===== src/hdl/smf_pkg.sv =====
// ----------------------------------------------------------------------------
// smf_pkg: shared types and constants of the sliding median filter
// Holds the sequencer states, the shared unit's operation codes and flag
// group, and the fixed width and reset value of the length register.
// ----------------------------------------------------------------------------
`default_nettype none

package smf_pkg;

   // The length register is four bits wide and resets to eight entries.
   localparam int LEN_W = 4;
   localparam logic [LEN_W-1:0] LEN_RESET = 4'd8;

   typedef enum logic [3:0] {
      ST_IDLE,
      ST_LOAD,
      ST_SCAN,
      ST_DIR,
      ST_MOVE,
      ST_PLACE,
      ST_MED0,
      ST_MED1,
      ST_MED2,
      ST_DONE
   } state_type;

   typedef enum logic {
      ALU_SUB,
      ALU_ADD
   } alu_op_type;

   typedef struct packed {
      logic lt;
      logic eq;
   } alu_flags_type;

endpackage

`default_nettype wire


===== src/hdl/smf_ram.sv =====
// ----------------------------------------------------------------------------
// smf_ram: generic single-port-write, single-port-read RAM
// One write and one read per cycle; the read data is registered, so a read
// of an address being written in the same cycle returns the old contents.
// ----------------------------------------------------------------------------
`default_nettype none

module smf_ram #(
   parameter int WIDTH = 16,
   parameter int DEPTH = 8
) (
   input  wire logic                                        clock,
   input  wire logic                                        wr_en,
   input  wire logic [((DEPTH > 1) ? $clog2(DEPTH) : 1)-1:0] wr_addr,
   input  wire logic [WIDTH-1:0]                            wr_data,
   input  wire logic [((DEPTH > 1) ? $clog2(DEPTH) : 1)-1:0] rd_addr,
   output logic      [WIDTH-1:0]                            rd_data
);

   logic [WIDTH-1:0] mem_ff [DEPTH];
   logic [WIDTH-1:0] rd_data_ff;

   always_ff @(posedge clock) begin
      if (wr_en) begin
         mem_ff[wr_addr] <= wr_data;
      end
      rd_data_ff <= mem_ff[rd_addr];
   end

   assign rd_data = rd_data_ff;

endmodule

`default_nettype wire


===== src/hdl/smf_alu.sv =====
// ----------------------------------------------------------------------------
// smf_alu: shared add / compare unit
// Subtracts to compare two samples, or adds two samples for the mean; the
// result is one bit wider than a sample, so neither operation overflows.
// ----------------------------------------------------------------------------
`default_nettype none

module smf_alu #(
   parameter int WIDTH = 16
) (
   input  wire smf_pkg::alu_op_type        op,
   input  wire logic signed [WIDTH-1:0]    a,
   input  wire logic signed [WIDTH-1:0]    b,
   output logic signed [WIDTH:0]           result,
   output smf_pkg::alu_flags_type          flags
);

   import smf_pkg::*;

   logic signed [WIDTH:0] a_ext;
   logic signed [WIDTH:0] b_ext;

   assign a_ext = {a[WIDTH-1], a};
   assign b_ext = {b[WIDTH-1], b};

   always_comb begin
      unique case (op)
         ALU_ADD: begin
            result = a_ext + b_ext;
         end
         ALU_SUB: begin
            result = a_ext - b_ext;
         end
         default: begin
            result = a_ext - b_ext;
         end
      endcase
   end

   // Flags are only meaningful for a subtraction.
   assign flags.lt = result[WIDTH];
   assign flags.eq = (result == '0);

endmodule

`default_nettype wire


===== src/hdl/sliding_median_filter_top.sv =====
// ----------------------------------------------------------------------------
// sliding_median_filter_top: sliding window median filter
// Items are handled one at a time: a new item is taken only in the idle
//   state, after the previous result has been moved to the output register;
//   the scan and insertion run through a single compare unit and one port
//   pair of the sorted RAM.
// Reset (synchronous, active high): length 8, window empty, no result held.
// ----------------------------------------------------------------------------
`default_nettype none

module sliding_median_filter_top #(
   parameter int WINDOW_MAX   = 8,
   parameter int SAMPLE_WIDTH = 16
) (
   input  wire logic                           clock,
   input  wire logic                           reset,
   input  wire logic                           req_valid,
   output logic                                req_stall,
   input  wire logic signed [SAMPLE_WIDTH-1:0] req_sample,
   output logic                                rsp_valid,
   input  wire logic                           rsp_stall,
   output logic signed [SAMPLE_WIDTH-1:0]      rsp_median,
   input  wire logic                           csr_wr_en,
   input  wire logic [smf_pkg::LEN_W-1:0]      csr_wr_data
);

   import smf_pkg::*;

   // The block keeps two stores of the window. The ring RAM holds the samples
   // in arrival order, so that the sample about to be overwritten can be
   // looked up. The sort RAM holds the same valid samples in ascending order.
   // Each new item replaces the evicted value in the sorted list: the old
   // value is located by a linear scan, then the new value is walked up or
   // down one position per cycle, shifting neighbours over it, until the
   // order is restored. While the window is still filling there is nothing
   // to evict and the new value simply enters at the top and walks down.
   // The median is then read straight from the middle of the sorted list.
   localparam int PTR_W = (WINDOW_MAX > 1) ? $clog2(WINDOW_MAX) : 1;
   localparam int CNT_W = $clog2(WINDOW_MAX + 1);

   state_type                      state_ff, state_in;
   logic [LEN_W-1:0]               length_ff, length_in;
   logic [CNT_W-1:0]               fill_ff, fill_in;
   logic [PTR_W-1:0]               wp_ff, wp_in;
   logic [PTR_W-1:0]               pos_ff, pos_in;
   logic [PTR_W-1:0]               idx_ff, idx_in;
   logic                           dir_up_ff, dir_up_in;
   logic                           rsp_valid_ff, rsp_valid_in;

   logic signed [SAMPLE_WIDTH-1:0] new_ff, new_in;
   logic signed [SAMPLE_WIDTH-1:0] old_ff, old_in;
   logic signed [SAMPLE_WIDTH-1:0] hi_ff, hi_in;
   logic signed [SAMPLE_WIDTH-1:0] res_ff, res_in;
   logic signed [SAMPLE_WIDTH-1:0] rsp_median_ff, rsp_median_in;

   logic [CNT_W-1:0]               eff_len;
   logic [PTR_W-1:0]               wp_wrap;
   logic [PTR_W-1:0]               nbr;
   logic [PTR_W-1:0]               mid;
   logic                           pos_up_ok, pos_dn_ok;
   logic                           nbr_up_ok, nbr_dn_ok;
   logic                           move_on;
   logic                           new_above;

   logic                           ring_we;
   logic signed [SAMPLE_WIDTH-1:0] ring_rd_data;
   logic                           sort_we;
   logic [PTR_W-1:0]               sort_wr_addr;
   logic signed [SAMPLE_WIDTH-1:0] sort_wr_data;
   logic [PTR_W-1:0]               sort_rd_addr;
   logic signed [SAMPLE_WIDTH-1:0] sort_rd_data;

   alu_op_type                     alu_op;
   logic signed [SAMPLE_WIDTH-1:0] alu_a, alu_b;
   logic signed [SAMPLE_WIDTH:0]   alu_sum;
   alu_flags_type                  alu_flags;

   // Ring store in arrival order, read and written at the write pointer.
   smf_ram #(
      .WIDTH (SAMPLE_WIDTH),
      .DEPTH (WINDOW_MAX)
   ) u_ring_ram (
      .clock   (clock),
      .wr_en   (ring_we),
      .wr_addr (wp_ff),
      .wr_data (req_sample),
      .rd_addr (wp_ff),
      .rd_data (ring_rd_data)
   );

   // Sorted copy of the valid entries, ascending from address zero.
   smf_ram #(
      .WIDTH (SAMPLE_WIDTH),
      .DEPTH (WINDOW_MAX)
   ) u_sort_ram (
      .clock   (clock),
      .wr_en   (sort_we),
      .wr_addr (sort_wr_addr),
      .wr_data (sort_wr_data),
      .rd_addr (sort_rd_addr),
      .rd_data (sort_rd_data)
   );

   // The one arithmetic unit: compares during the scan and the walk, and
   // forms the two-sample sum for an even count.
   smf_alu #(
      .WIDTH (SAMPLE_WIDTH)
   ) u_alu (
      .op     (alu_op),
      .a      (alu_a),
      .b      (alu_b),
      .result (alu_sum),
      .flags  (alu_flags)
   );

   // A length of zero behaves as one, and a length above the window size
   // behaves as the window size.
   always_comb begin
      if (length_ff == '0) begin
         eff_len = CNT_W'(1);
      end else if (32'(length_ff) > 32'(WINDOW_MAX)) begin
         eff_len = CNT_W'(WINDOW_MAX);
      end else begin
         eff_len = CNT_W'(length_ff);
      end
   end

   assign wp_wrap   = ((CNT_W'(wp_ff) + CNT_W'(1)) >= eff_len) ? '0 : wp_ff + PTR_W'(1);
   assign nbr       = dir_up_ff ? pos_ff + PTR_W'(1) : pos_ff - PTR_W'(1);
   assign pos_up_ok = (CNT_W'(pos_ff) + CNT_W'(1)) < fill_ff;
   assign pos_dn_ok = (pos_ff != '0);
   assign nbr_up_ok = (CNT_W'(nbr) + CNT_W'(1)) < fill_ff;
   assign nbr_dn_ok = (nbr != '0);
   assign mid       = PTR_W'(fill_ff >> 1);

   // While walking, the new value keeps moving as long as the neighbour is
   // strictly on the wrong side of it.
   assign move_on   = dir_up_ff ? alu_flags.lt : (!alu_flags.lt && !alu_flags.eq);
   assign new_above = !alu_flags.lt && !alu_flags.eq;

   always_comb begin
      state_in      = state_ff;
      length_in     = length_ff;
      fill_in       = fill_ff;
      wp_in         = wp_ff;
      pos_in        = pos_ff;
      idx_in        = idx_ff;
      dir_up_in     = dir_up_ff;
      rsp_valid_in  = rsp_valid_ff;
      new_in        = new_ff;
      old_in        = old_ff;
      hi_in         = hi_ff;
      res_in        = res_ff;
      rsp_median_in = rsp_median_ff;

      req_stall     = 1'b1;
      ring_we       = 1'b0;
      sort_we       = 1'b0;
      sort_wr_addr  = pos_ff;
      sort_wr_data  = new_ff;
      sort_rd_addr  = idx_ff;
      alu_op        = ALU_SUB;
      alu_a         = sort_rd_data;
      alu_b         = new_ff;

      // The result register is freed as soon as its item is taken.
      if (rsp_valid_ff && !rsp_stall) begin
         rsp_valid_in = 1'b0;
      end

      unique case (state_ff)
         ST_IDLE: begin
            req_stall = 1'b0;
            if (req_valid) begin
               // The ring write and the read of the evicted sample happen
               // together; the read returns the value before the write.
               new_in  = req_sample;
               ring_we = 1'b1;
               wp_in   = wp_wrap;
               if (fill_ff < eff_len) begin
                  fill_in   = fill_ff + CNT_W'(1);
                  pos_in    = PTR_W'(fill_ff);
                  dir_up_in = 1'b0;
                  if (fill_ff == '0) begin
                     state_in = ST_PLACE;
                  end else begin
                     sort_rd_addr = PTR_W'(fill_ff) - PTR_W'(1);
                     state_in     = ST_MOVE;
                  end
               end else begin
                  state_in = ST_LOAD;
               end
            end
         end
         ST_LOAD: begin
            old_in       = ring_rd_data;
            idx_in       = '0;
            sort_rd_addr = '0;
            state_in     = ST_SCAN;
         end
         ST_SCAN: begin
            alu_a = sort_rd_data;
            alu_b = old_ff;
            if (alu_flags.eq) begin
               pos_in   = idx_ff;
               state_in = ST_DIR;
            end else begin
               idx_in       = idx_ff + PTR_W'(1);
               sort_rd_addr = idx_ff + PTR_W'(1);
            end
         end
         ST_DIR: begin
            alu_a     = new_ff;
            alu_b     = old_ff;
            dir_up_in = new_above;
            if (alu_flags.eq) begin
               state_in = ST_PLACE;
            end else if (new_above && pos_up_ok) begin
               sort_rd_addr = pos_ff + PTR_W'(1);
               state_in     = ST_MOVE;
            end else if (!new_above && pos_dn_ok) begin
               sort_rd_addr = pos_ff - PTR_W'(1);
               state_in     = ST_MOVE;
            end else begin
               state_in = ST_PLACE;
            end
         end
         ST_MOVE: begin
            alu_a = sort_rd_data;
            alu_b = new_ff;
            sort_we = 1'b1;
            if (move_on) begin
               // Shift the neighbour into the hole and follow it.
               sort_wr_data = sort_rd_data;
               pos_in       = nbr;
               if (dir_up_ff && nbr_up_ok) begin
                  sort_rd_addr = nbr + PTR_W'(1);
               end else if (!dir_up_ff && nbr_dn_ok) begin
                  sort_rd_addr = nbr - PTR_W'(1);
               end else begin
                  state_in = ST_PLACE;
               end
            end else begin
               state_in = ST_MED0;
            end
         end
         ST_PLACE: begin
            sort_we  = 1'b1;
            state_in = ST_MED0;
         end
         ST_MED0: begin
            sort_rd_addr = mid;
            state_in     = ST_MED1;
         end
         ST_MED1: begin
            hi_in = sort_rd_data;
            if (fill_ff[0]) begin
               res_in   = sort_rd_data;
               state_in = ST_DONE;
            end else begin
               sort_rd_addr = mid - PTR_W'(1);
               state_in     = ST_MED2;
            end
         end
         ST_MED2: begin
            // Mean of the two middle values, rounded towards minus infinity.
            alu_op   = ALU_ADD;
            alu_a    = hi_ff;
            alu_b    = sort_rd_data;
            res_in   = alu_sum[SAMPLE_WIDTH:1];
            state_in = ST_DONE;
         end
         ST_DONE: begin
            if (!rsp_valid_ff || !rsp_stall) begin
               rsp_valid_in  = 1'b1;
               rsp_median_in = res_ff;
               state_in      = ST_IDLE;
            end
         end
         default: begin
            state_in = ST_IDLE;
         end
      endcase

      // A length write restarts the window.
      if (csr_wr_en) begin
         length_in = csr_wr_data;
         fill_in   = '0;
         wp_in     = '0;
      end
   end

   always_ff @(posedge clock) begin
      if (reset) begin
         state_ff     <= ST_IDLE;
         length_ff    <= LEN_RESET;
         fill_ff      <= '0;
         wp_ff        <= '0;
         pos_ff       <= '0;
         idx_ff       <= '0;
         dir_up_ff    <= 1'b0;
         rsp_valid_ff <= 1'b0;
      end else begin
         state_ff     <= state_in;
         length_ff    <= length_in;
         fill_ff      <= fill_in;
         wp_ff        <= wp_in;
         pos_ff       <= pos_in;
         idx_ff       <= idx_in;
         dir_up_ff    <= dir_up_in;
         rsp_valid_ff <= rsp_valid_in;
      end
   end

   always_ff @(posedge clock) begin
      new_ff        <= new_in;
      old_ff        <= old_in;
      hi_ff         <= hi_in;
      res_ff        <= res_in;
      rsp_median_ff <= rsp_median_in;
   end

   assign rsp_valid  = rsp_valid_ff;
   assign rsp_median = rsp_median_ff;

   // An accepted item always starts the sequencer, so the input is stalled
   // in the following cycle.
   a_accept_busy: assert property (@(posedge clock) disable iff (reset)
      (req_valid && !req_stall) |=> req_stall)
      else $error("input not stalled after an accepted item");

   // The fill count never exceeds the effective window length.
   a_fill_bound: assert property (@(posedge clock) disable iff (reset)
      fill_ff <= eff_len)
      else $error("fill count above window length");

   // The write pointer always lies inside the effective window.
   a_wp_bound: assert property (@(posedge clock) disable iff (reset)
      CNT_W'(wp_ff) < eff_len)
      else $error("write pointer outside window");

   // A new result only appears from the hand-over state.
   a_rsp_source: assert property (@(posedge clock) disable iff (reset)
      $rose(rsp_valid_ff) |-> $past(state_ff == ST_DONE))
      else $error("result raised outside the hand-over state");

endmodule

`default_nettype wire


===== config.mk =====
export PLATFORM = sky130hd
export DESIGN_NAME = sliding_median_filter_top
export DESIGN_NICKNAME = d
export VERILOG_FILES = /design/src/hdl/smf_pkg.sv /design/src/hdl/smf_ram.sv /design/src/hdl/smf_alu.sv /design/src/hdl/sliding_median_filter_top.sv
export SDC_FILE = /design/constraint.sdc
export NUM_CORES = 1
export LEC_CHECK = 0
export ABC_CLOCK_PERIOD_IN_PS = 7800
export BUFFER_PORTS_ARGS = -buffer_cell sky130_fd_sc_hd__clkbuf_2
export CORE_ASPECT_RATIO = 0.6
export CORE_MARGIN = 2
export CORE_UTILIZATION = 45
export DETAILED_ROUTE_END_ITERATION = 8
export MAX_ROUTING_LAYER = met4
export PLACE_DENSITY = 0.65
export SYNTH_ARGS = -nofsm -noshare
export SYNTH_HDL_FRONTEND = slang
export SYNTH_SLANG_ARGS = --single-unit

===== constraint.sdc =====
create_clock -name clock -period 7.8 [get_ports clock]
set_input_delay 1.95 -clock clock [delete_from_list [all_inputs] [get_ports clock]]
set_output_delay 1.95 -clock clock [all_outputs]
set_load 0.05 [all_outputs]

== Word level (Yosys, flattened, before mapping) ==
Memory sizes are Yosys's and may differ from the RTL's. A register that Yosys moved wholly into a read port is not among the register bits.
Index checks and enable logic that the tools add are counted.

* Flip-flop bits (word level): 103
* Memory bits (writable): 256
* Output and inout port bits: 18
* Logic and storage cells: 143
* Memories: 2

{| class="wikitable"
|+ Memory list
! memory !! depth !! width !! rd ports !! clocked after Yosys merged registers in !! wr ports !! line !! source
|-
| u_ring_ram.mem_ff || 8 || 16 || 1 || 1 || 1 || smf_ram.sv:20 || <nowiki>logic [WIDTH-1:0] mem_ff [DEPTH];</nowiki>
|-
| u_sort_ram.mem_ff || 8 || 16 || 1 || 1 || 1 || smf_ram.sv:20 ||
|}

* Add/subtract/negate cells: 14
* Order comparisons: 5
* Equal/unequal tests: 17
* Muxes and demuxes: 58
* Bitwise gates (word level): 1
* Reductions and logical operators: 33

{| class="wikitable"
|+ Operators with widths
! operator !! number
|-
| one-hot mux 16 bit (2 select lines) || 3
|-
| two-way mux 3 bit || 17
|-
| two-way mux 16 bit || 3
|-
| one-hot mux 4 bit (10 select lines) || 1
|-
| two-way mux 4 bit || 9
|-
| one-hot mux 17 bit (2 select lines) || 1
|-
| one-hot mux 3 bit (7 select lines) || 1
|-
| two-way mux 1 bit || 20
|-
| adder 16 x 16 -> 17 bit || 1
|-
| logical NOT 17 bit || 1
|-
| subtractor 16 x 16 -> 17 bit || 1
|-
| == test 4 x 3 -> 1 bit (second input constant) || 4
|-
| adder 3 x 1 -> 3 bit (second input constant) || 4
|-
| adder 3 x 1 -> 4 bit (second input constant) || 3
|-
| logical NOT 4 bit || 3
|-
| < comparator 4 bit || 3
|-
| != test 2 bit (second input constant) || 6
|-
| subtractor 3 x 1 -> 3 bit (second input constant) || 4
|-
| AND reduction 5 bit || 2
|-
| one-hot mux 3 bit (3 select lines) || 1
|-
| nonzero test 3 bit || 3
|-
| == test 4 x 2 -> 1 bit (second input constant) || 2
|-
| == test 4 bit (second input constant) || 2
|-
| logical AND 1 bit || 6
|-
| 14 further kinds || 27
|}

== Logic depth before layout (Yosys ltp) ==
Gate-level depths: netlist (run 1).

* Word-level depth: 14
* Gate-level depth with buffers: 30
* Depth with buffers taken out: 25

== By module ==
From an unflattened synthesis (run 1), not the netlist that was laid out.

* Cells, all modules: 1,116
* Area total of the unflattened synthesis: 17,595.6 um^2

{| class="wikitable"
|+ Modules (own cells, without submodules)
! module !! instances !! cells an instance !! area each (um^2) !! sequential area each (um^2)
|-
| smf_ram || 2 || 214 || 5,293.8 || 4,164.0
|-
| sliding_median_filter_top || 1 || 527 || 5,825.6 || 2,862.7
|-
| smf_alu || 1 || 161 || 1,182.4 || 0.0
|}

== Worst setup path after synthesis (run 1) ==
No wires, ideal clock.

* Path type: reg-to-reg
* Start: register state_ff[1]
* End: register u_sort_ram.rd_data_ff[14] (netlist: u_sort_ram.rd_data[14]) (read register of u_sort_ram.mem_ff)
* Setup time: 116 ps
* Arrival: 5,831 ps
* Data required time: 7,684 ps
* Setup slack: 1,853 ps
* Cell stages (with the launch flop): 26
* Path buffers: 4
* Path through: dfxtp_1 buf_2 nor4b_2 nor2_1 a221oi_1 ha_1 nand3b_1 nor4_4 xnor2_1 a22oi_1 nand2_1 ha_1 clkbuf_1 or4_1 mux2_2 o311ai_0 and3_1 and4_1 buf_1 nand3_1 a31o_1 o41ai_1 o21a_1 clkbuf_1 nand4_1 and4_1

* Longest elaborated chain between the ends: 14

{| class="wikitable"
|+ Ends and longest elaborated chain
! element !! line !! source
|-
| start, declared || sliding_median_filter_top.sv:41 || <nowiki>state_type state_ff, state_in;</nowiki>
|-
| start signal, assigned || sliding_median_filter_top.sv:304 || <nowiki>state_ff <= state_in;</nowiki>
|-
| == test 4 x 2 -> 1 bit || sliding_median_filter_top.sv:171 || <nowiki>unique case (state_ff)</nowiki>
|-
| OR reduction 2 bit (no source line) || -- ||
|-
| one-hot mux 16 bit (2 select lines) || sliding_median_filter_top.sv:171 ||
|-
| subtractor 16 x 16 -> 17 bit / adder 16 x 16 -> 17 bit (equally long branches) || smf_alu.sv:32, smf_alu.sv:29 ||
|-
| one-hot mux 17 bit (2 select lines) || smf_alu.sv:27 || <nowiki>unique case (op)</nowiki>
|-
| logical NOT 17 bit || smf_alu.sv:42 || <nowiki>assign flags.eq = (result == '0);</nowiki>
|-
| logical NOT 1 bit || sliding_median_filter_top.sv:138, sliding_median_filter_top.sv:139 ||
|-
| logical AND 1 bit || sliding_median_filter_top.sv:138, sliding_median_filter_top.sv:139 ||
|-
| logical NOT 1 bit || sliding_median_filter_top.sv:221 || <nowiki>end else if (!new_above && pos_dn_ok) begin</nowiki>
|-
| logical AND 1 bit || sliding_median_filter_top.sv:221 ||
|-
| two-way mux 3 bit || sliding_median_filter_top.sv:221 ||
|-
| two-way mux 3 bit || sliding_median_filter_top.sv:218 || <nowiki>end else if (new_above && pos_up_ok) begin</nowiki>
|-
| two-way mux 3 bit || sliding_median_filter_top.sv:216 || <nowiki>if (alu_flags.eq) begin</nowiki>
|-
| one-hot mux 3 bit (7 select lines) (*) || sliding_median_filter_top.sv:171 ||
|-
| end, declared || smf_ram.sv:21 || <nowiki>logic [WIDTH-1:0] rd_data_ff;</nowiki>
|}

Mark *: on every way between the ends. The rest lies on a longest branch, timed or not.
A chain may end at the register's enable or synchronous reset.

== Final worst setup path (run 1) ==
* Start: register state_ff[0]
* End: register u_sort_ram.rd_data_ff[0] (netlist: u_sort_ram.rd_data[0]) (read register of u_sort_ram.mem_ff)

The elaborated chain is that of the path after synthesis.

==> out/results.tsv, run 1 <==
stage	metric	value	unit
run_status	outcome	finished clean	
cts	Clock Path Buffers	3	
routing	1st-pass router iterations	5	
placed_design	IO buf count	42	
routing	DR WL/cell	23.6	microns
synthesis	Top FF cell, synth	edfxtp_1	
synthesis	register bit total from synthesis	391	
pwr	clock share of power	21.0	%
sta	fin crit period	7.25	ns
final_layout	layout cells sized above 1	13.3	%
final_layout	Final #Nets	1517	
floorplan	io pins	43	
pwr	Int Power	4.97	mW
worst_setup_path	critical path class	reg2reg	
sta	unrepaired setup endpoints after global routing	no	
synthesis	Yosys cell types	82	
placed_design	detailed placer's ending HPWL	30.6	mm
synthesis	largest family of logic cells by synthesized area	simple AND/OR/NAND/NOR gates	
worst_setup_path	CP required	8.27	ns
cts	CTS tree	yes	
worst_setup_path	CP Launch Type	flip-flop	
placed_design	# placed instances	1931	
cts	clk sinks	391	
hold_path	Hold Path Origin	u_ring_ram.rd_data[9]$_DFF_P_	
pwr	Pleak	6.66	nW
synthesis	XOR/XNOR Fraction of Synth Area	2.35	%
pwr	Cell Pwr Density	442	mW/mm^2
worst_setup_path	Worst EP arrival	7.72	ns
final_layout	Antenna Cells	0	
global_route	largest net degree at the start of global routing	65	
cts	Clock Tree Root	clkbuf_16	
flow_run	number of max-cap violations	0	
synthesis	Syn Nets	1497	
sta	setup_tns	0	ns
synthesis	post-synthesis compound-gate area fraction	13.0	%
hold_path	min-delay worst type	reg2reg	
pwr	Logic pwr share	45.9	%
cts	H-tree levels	2	
sta	Max Slew Vio Count	0	
synthesis	Post-Synth Simple-Gate Area	13.6	%
routing	detailed-route via count	12200	
synthesis	async set-reset flop share out of synthesis	0	%
pwr	switching share of total power	43.0	%
synthesis	Synth warnings	0	
routing	DR DRC count	0	
synthesis	mux cell area share after synthesis	1.67	%
synthesis	fraction of the mapped netlist area in adder cells	3.17	%
global_route	first-pass GRT wire length	71.7	mm
floorplan	core area	0.0388	sq mm
synthesis	Post-Synthesis Cell Area	0.0176	sq mm
floorplan	Die H	157	microns
synthesis	Mean Syn Cell Area	12.3	sq um
synthesis	Synth Instances	1428	
worst_setup_path	RR Startpoint	state_ff[0]$_SDFFE_PP0P_	
final_layout	Layout area overhead	11.8	%
cts	insertion delay to the later sink of the worst-skew pair	0.55	ns
cts	Worst-path clk slew	0.07	ns
floorplan	Initial Util	45.4	%
floorplan	Die W	259	microns
sta	Hold Vio Cnt, Final	0	
sta	Slew @ Worst Pin	1.19	ns
floorplan	die area	0.0408	sq mm
global_route	Total GRT Usage	24.0	%
routing	Antenna Nets Post-Route	0	
synthesis	EDFF count, synth	336	
worst_setup_path	crit-path max FO	64	
final_layout	final non-filler cell total	1998	
worst_setup_path	Worst Setup End Kind	flip-flop	
worst_setup_path	CP Launch Point	state_ff[0]$_SDFFE_PP0P_	
placed_design	GPL Wtd Cong	0.992	
sta	Setup Skew	0.0290	ns
sta	slew margin rel.	20.8	%
cts	TritonCTS Buffers	37	
routing	WL final	47.2	mm
global_route	vias in the first global route	11400	
pwr	Peak VDD IR	0.710	mV
pwr	sw power	3.74	mW
sta	Setup Viol. Count Final	0	
sta	FMAX	0.138	GHz
routing	drt first-iter violations	1446	
synthesis	register area share after synthesis	63.5	%
global_route	grt ovf	0	
routing	Vias/cell	6.13	
pwr	register share of total power	33.1	%
floorplan	placement row count	56	
global_route	antenna violations before repair	1	
sta	period utilisation layout	92.9	%
==> power by group through the flow <==
| stage | sequential [mW] | clock [mW] | combinational [mW] |
|---|---|---|---|
| 6_report | 2.89 | 1.83 | 4.00 |
| 3_5_place_dp | 2.92 | 0 | 3.89 |
| 3_3_place_gp | 2.92 | 0 | 3.84 |
| 2_1_floorplan | 2.77 | 0 | 2.86 |
| 4_1_cts | 2.88 | 1.86 | 3.92 |
| 5_1_grt | 2.90 | 1.93 | 4.36 |
==> per-layer routing <==
layer | vias to the layer above | share of wire (%) | track usage, %
li1 | 5582 | - | -
met1 | 6085 | 48 | 37.0
met2 | 520 | 42 | 33.1
met3 | 61 | 8.4 | 4.11
met4 | 0 | 1.5 | 4.84
met5 | - | 0 | -
==> per-stage QoR <==
step / hold WS (ns) / worst slack (ns) / area, sq um / util (%) / power (mW)
3_5_place_dp: 0.389 / 0.366 / 18500 / 47.6 / 6.81
6_report: 0.404 / 0.551 / 19700 / 50.8 / 8.71
2_1_floorplan: 0.386 / 1.85 / 17600 / - / 5.63
3_3_place_gp: 0.392 / 0.666 / 18500 / 47.6 / 6.77
5_1_grt: 0.411 / 0.0662 / 19700 / 50.8 / 9.19
4_1_cts: 0.404 / 0.332 / 19700 / 50.7 / 8.65
==> cell families (layout without fill, tap and decap cells) <==
group	after synthesis	count (layout)
multiplexers	27	27
XOR/XNOR	44	44
flip-flops	391	391
adder cells (fa/ha/maj)	44	44
AND/OR/NAND/NOR	455	455
buffers and inverters	121	169
AO/OA/AOI/OAI	346	346
==> cell usage in the layout, fill, tap and decap left out, types with 5 or more instances in the layout <==
master / instances
and4_1: 17
or2_2: 11
clkbuf_16: 38
o21a_1: 7
clkbuf_2: 42
buf_4: 30
o22ai_1: 6
edfxtp_1: 336
inv_1: 29
nor3_2: 6
mux2_2: 19
o211ai_1: 5
nand4_1: 85
and3_1: 13
a31oi_1: 6
o31ai_1: 5
nand2_1: 95
nand3b_1: 5
a21oi_1: 52
clkbuf_8: 5
nor2_1: 83
o21ai_0: 98
a22oi_1: 86
clkbuf_1: 9
o21ai_1: 10
ha_1: 43
o21bai_1: 7
xor2_1: 18
dfxtp_1: 53
nor2_2: 7
xnor2_1: 22
mux2i_1: 8
nand2b_1: 5
nor3_1: 13
nand3_1: 78
a211oi_1: 8
a21o_1: 9
==> registers in the layout, indices dropped and copies added, names as in the netlist, 3 cells and up <==
name                count
state_ff                4
u_sort_ram.mem_ff     128
u_ring_ram.mem_ff     128
rsp_median             16
fill_ff                 4
hi_ff                  16
old_ff                 16
idx_ff                  3
pos_ff                  3
u_sort_ram.rd_data     16
wp_ff                   3
new_ff                 16
length_ff               4
u_ring_ram.rd_data     16
res_ff                 16
==> worst paths after layout <==
kind                                   endpoint  slack, ns  cells after the start
setup / recovery  u_sort_ram.rd_data[0]$_DFF_P_       0.55                     22
hold / removal              old_ff[9]$_DFFE_PP_       0.40                      0
setup reg to reg  u_sort_ram.rd_data[0]$_DFF_P_       0.55                     22
hold reg to reg             old_ff[9]$_DFFE_PP_       0.40                      0
==> critical path, cell delays in order, from the launching register on <==
cell and delay, ns:
dfxtp_1 0.52, nor4b_4 0.56, nor2_1 0.23, a221oi_1 0.42
ha_1 0.28, nand3b_1 0.17, nor4_4 0.54, xnor2_1 0.12
a22oi_1 0.23, nand2_1 0.10, ha_1 0.40, or4_1 0.53
mux2_2 0.27, o311ai_0 0.16, and3_1 0.35, and4_1 0.37
a31oi_2 0.23, a2bb2oi_1 0.44, a31o_2 0.23, buf_4 0.47
o21ai_0 0.16, nand4_1 0.12, and4_1 0.20
==> Yosys cell counts, drive strengths merged (6+ instances only) <==
cell type	n	area, sq um
clkbuf	60	225
a21o	9	67.6
and4	17	149
o21a	7	52.6
xnor2	24	225
nor3	19	95.1
o21bai	7	52.6
a211oi	8	60.1
xor2	19	166
nor3b	8	65.1
o21ai	109	546
edfxtp	336	10100
a22oi	86	646
buf	32	150
nand2	95	357
mux2	19	214
nand3	78	390
dfxtp	55	1100
nor2	90	338
ha	43	538
and3	13	81.3
a31oi	9	83.8
o22ai	6	37.5
nand4	85	532
inv	29	109
a21oi	53	269
or2	11	68.8
mux2i	8	80.1
==> final cells by class <==
type	count	area [sq um]
tap	522	653
multi-input combinational	916	6060
clock inverter	15	174
clock buffer	52	1050
sequential	391	11200
timing repair buffer	73	455
inverter	29	109
fill	3354	19100
==> what timing repair did <==
action / in CTS / in global routing
hold buffers: 0 / 0
gates resized for setup: 0 / 3
setup endpoints to repair: 0 / 16
buffers inserted: 0 / 0
(Power assumes the default switching activity.)
==> run 2, diff against run 1 <==
- ABC_CLOCK_PERIOD_IN_PS: 7800 -> 7600
- clock period: 7.8 -> 7.6 ns (I/O delays scaled with it)
==> out/results.tsv, run 2 (synthesis results as in run 1) <==
stage	metric	value	unit
run_status	outcome	finished clean	
sta	Slew @ Worst Pin	1.12	ns
floorplan	Die W	259	microns
floorplan	Die H	157	microns
final_layout	Layout area overhead	13.1	%
cts	TritonCTS Buffers	37	
global_route	Total GRT Usage	24.0	%
pwr	Pleak	6.79	nW
sta	slew margin rel.	25.3	%
final_layout	Final #Nets	1524	
cts	insertion delay to the later sink of the worst-skew pair	0.54	ns
worst_setup_path	CP Buf/Inv Count	3	
sta	setup_tns	0	ns
sta	Setup Skew	0.0188	ns
routing	drt first-iter violations	1439	
pwr	Int Power	5.34	mW
sta	unrepaired setup endpoints after global routing	no	
floorplan	Initial Util	45.4	%
worst_setup_path	Crit path depth	24	
routing	met2 routed WL	19.3	mm
routing	Vias/cell	6.15	
routing	detailed-route via count	12300	
routing	Max Used Layer	met4	
worst_setup_path	Top delay family on crit path	simple AND/OR/NAND/NOR gates	
final_layout	layout cells sized above 1	13.6	%
final_layout	most common cell after layout, fill and taps aside	edfxtp_1	
routing	1st-pass router iterations	5	
worst_setup_path	crit-path max FO	32	
global_route	largest net degree at the start of global routing	65	
placed_design	IO buf count	42	
pwr	Cell Pwr Density	459	mW/mm^2
global_route	grt ovf	0	
routing	DR WL/cell	23.4	microns
cts	Clock Path Buffers	3	
cts	Worst-path clk slew	0.06	ns
routing	WL final	46.9	mm
cts	CTS tree	yes	
sta	Hold Vio Cnt, Final	0	
worst_setup_path	FF-to-FF path depth	24	
worst_setup_path	CP max-delay cell	nor4_4	
hold_path	min-delay worst type	reg2reg	
final_layout	leading registers by flop count	u_ring_ram.mem_ff: 128 flops, u_sort_ram.mem_ff: 128 flops	
worst_setup_path	crit path to	u_sort_ram.rd_data[4]$_DFF_P_	
worst_setup_path	critical path class	reg2reg	
pwr	sw power	3.82	mW
pwr	Logic pwr share	45.4	%
sta	FMAX	0.139	GHz
routing	met1 wire length	22.3	mm
final_layout	Antenna Cells	0	
placed_design	GPL Wtd Cong	0.961	
floorplan	core area	0.0388	sq mm
routing	Antenna Nets Post-Route	0	
pwr	register share of total power	32.2	%
sta	fin crit period	7.18	ns
sta	period utilisation layout	94.4	%
worst_setup_path	Worst Setup End Kind	flip-flop	
global_route	first-pass GRT wire length	72.2	mm
worst_setup_path	RR Startpoint	state_ff[0]$_SDFFE_PP0P_	
pwr	Tot Pwr	9.15	mW
cts	H-tree levels	2	
floorplan	die area	0.0408	sq mm
sta	Setup Viol. Count Final	0	
placed_design	detailed placer's ending HPWL	30.7	mm
worst_setup_path	reg-to-reg critical path endpoint	u_sort_ram.rd_data[4]$_DFF_P_	
pwr	Peak VDD IR	0.588	mV
worst_setup_path	Worst EP arrival	7.61	ns
global_route	vias in the first global route	11600	
floorplan	io pins	43	
worst_setup_path	CP Launch Point	state_ff[0]$_SDFFE_PP0P_	
placed_design	# placed instances	1938	
worst_setup_path	CP required	8.03	ns
pwr	switching share of total power	41.7	%
worst_setup_path	CP Launch Type	flip-flop	
cts	postcts setup bufs	0	
sta	Max Slew Vio Count	0	
flow_run	number of max-cap violations	0	
routing	DR DRC count	0	
worst_setup_path	r2r setup slk	0.42	ns
pwr	clock share of power	22.4	%
global_route	antenna violations before repair	0	
final_layout	commonest non-fill, non-tap cells in the layout	edfxtp_1 (336), o21ai_0 (98), nand2_1 (95)	
final_layout	final non-filler cell total	2006	
worst_setup_path	delay of the slowest critical-path stage	0.55	ns
worst_setup_path	CP Cell Sequence	nor4b_4 > buf_4 > nor2_1 > a221oi_1 > ha_1 > nand3b_1 > nor4_4 > xnor2_1 > a22oi_1 > nand2_1 > ha_1 > or4_1 > mux2_2 > o311ai_0 > and3_1 > and4_1 > a21oi_2 > a211oi_1 > buf_4 > o31a_1 > or3_1 > buf_12 > nand4_1 > and4_1	
hold_path	Hold Path Origin	u_ring_ram.rd_data[6]$_DFF_P_	
floorplan	placement row count	56	
routing	metal3 WL	4.54	mm
cts	clk sinks	391	
cts	Clock Tree Root	clkbuf_16	
==> run 2: power groups by stage <==
stage                     Sequential [mW]  Combinational, mW  Clock, mW
after global routing                 2.96               4.58       2.16
after floorplan                      2.84               2.94          0
after detailed placement             2.98               4.06          0
after CTS                            2.94               4.07       2.07
final                                2.95               4.15       2.05
after global placement               2.99               4.02          0
==> run 2: worst min-delay path by stage <==
| stage | to | cells after the start |
|---|---|---|
| 2_1_floorplan | old_ff[0]$_DFFE_PP_ | 0 |
| 3_3_place_gp | old_ff[7]$_DFFE_PP_ | 0 |
| 3_5_place_dp | old_ff[6]$_DFFE_PP_ | 0 |
| 4_1_cts | old_ff[6]$_DFFE_PP_ | 0 |
| 5_1_grt | old_ff[15]$_DFFE_PP_ | 0 |
| 6_report | old_ff[6]$_DFFE_PP_ | 0 |
==> run 2: routing by layer <==
metal	vias up	GRT usage [%]
met4	0	4.79
met5	-	-
met2	568	32.5
li1	5594	-
met3	63	5.23
met1	6102	36.6
==> run 2: final cells by class <==
class | instances | area [sq um]
clock buffer | 48 | 1030
clock inverter | 20 | 317
fill | 3309 | 18900
inverter | 29 | 109
multi-input combinational | 916 | 6050
sequential | 391 | 11200
tap | 522 | 653
timing repair buffer | 80 | 578
==> run 2: through the flow <==
step / hold slack (ns) / instance area (sq um) / utilization, % / worst slack, ns
CTS: 0.404 / 19900 / 51.3 / 0.463
finish: 0.404 / 19900 / 51.3 / 0.425
floorplan: 0.386 / 17600 / - / 1.65
detailed placement: 0.389 / 18600 / 47.8 / 0.508
global placement: 0.393 / 18600 / 47.8 / 0.684
global route: 0.410 / 19900 / 51.3 / 0.0286
==> run 2: repair_timing <==
action	CTS	global route
setup endpoints to repair	0	16
gates resized for setup	0	2
hold buffers	0	0
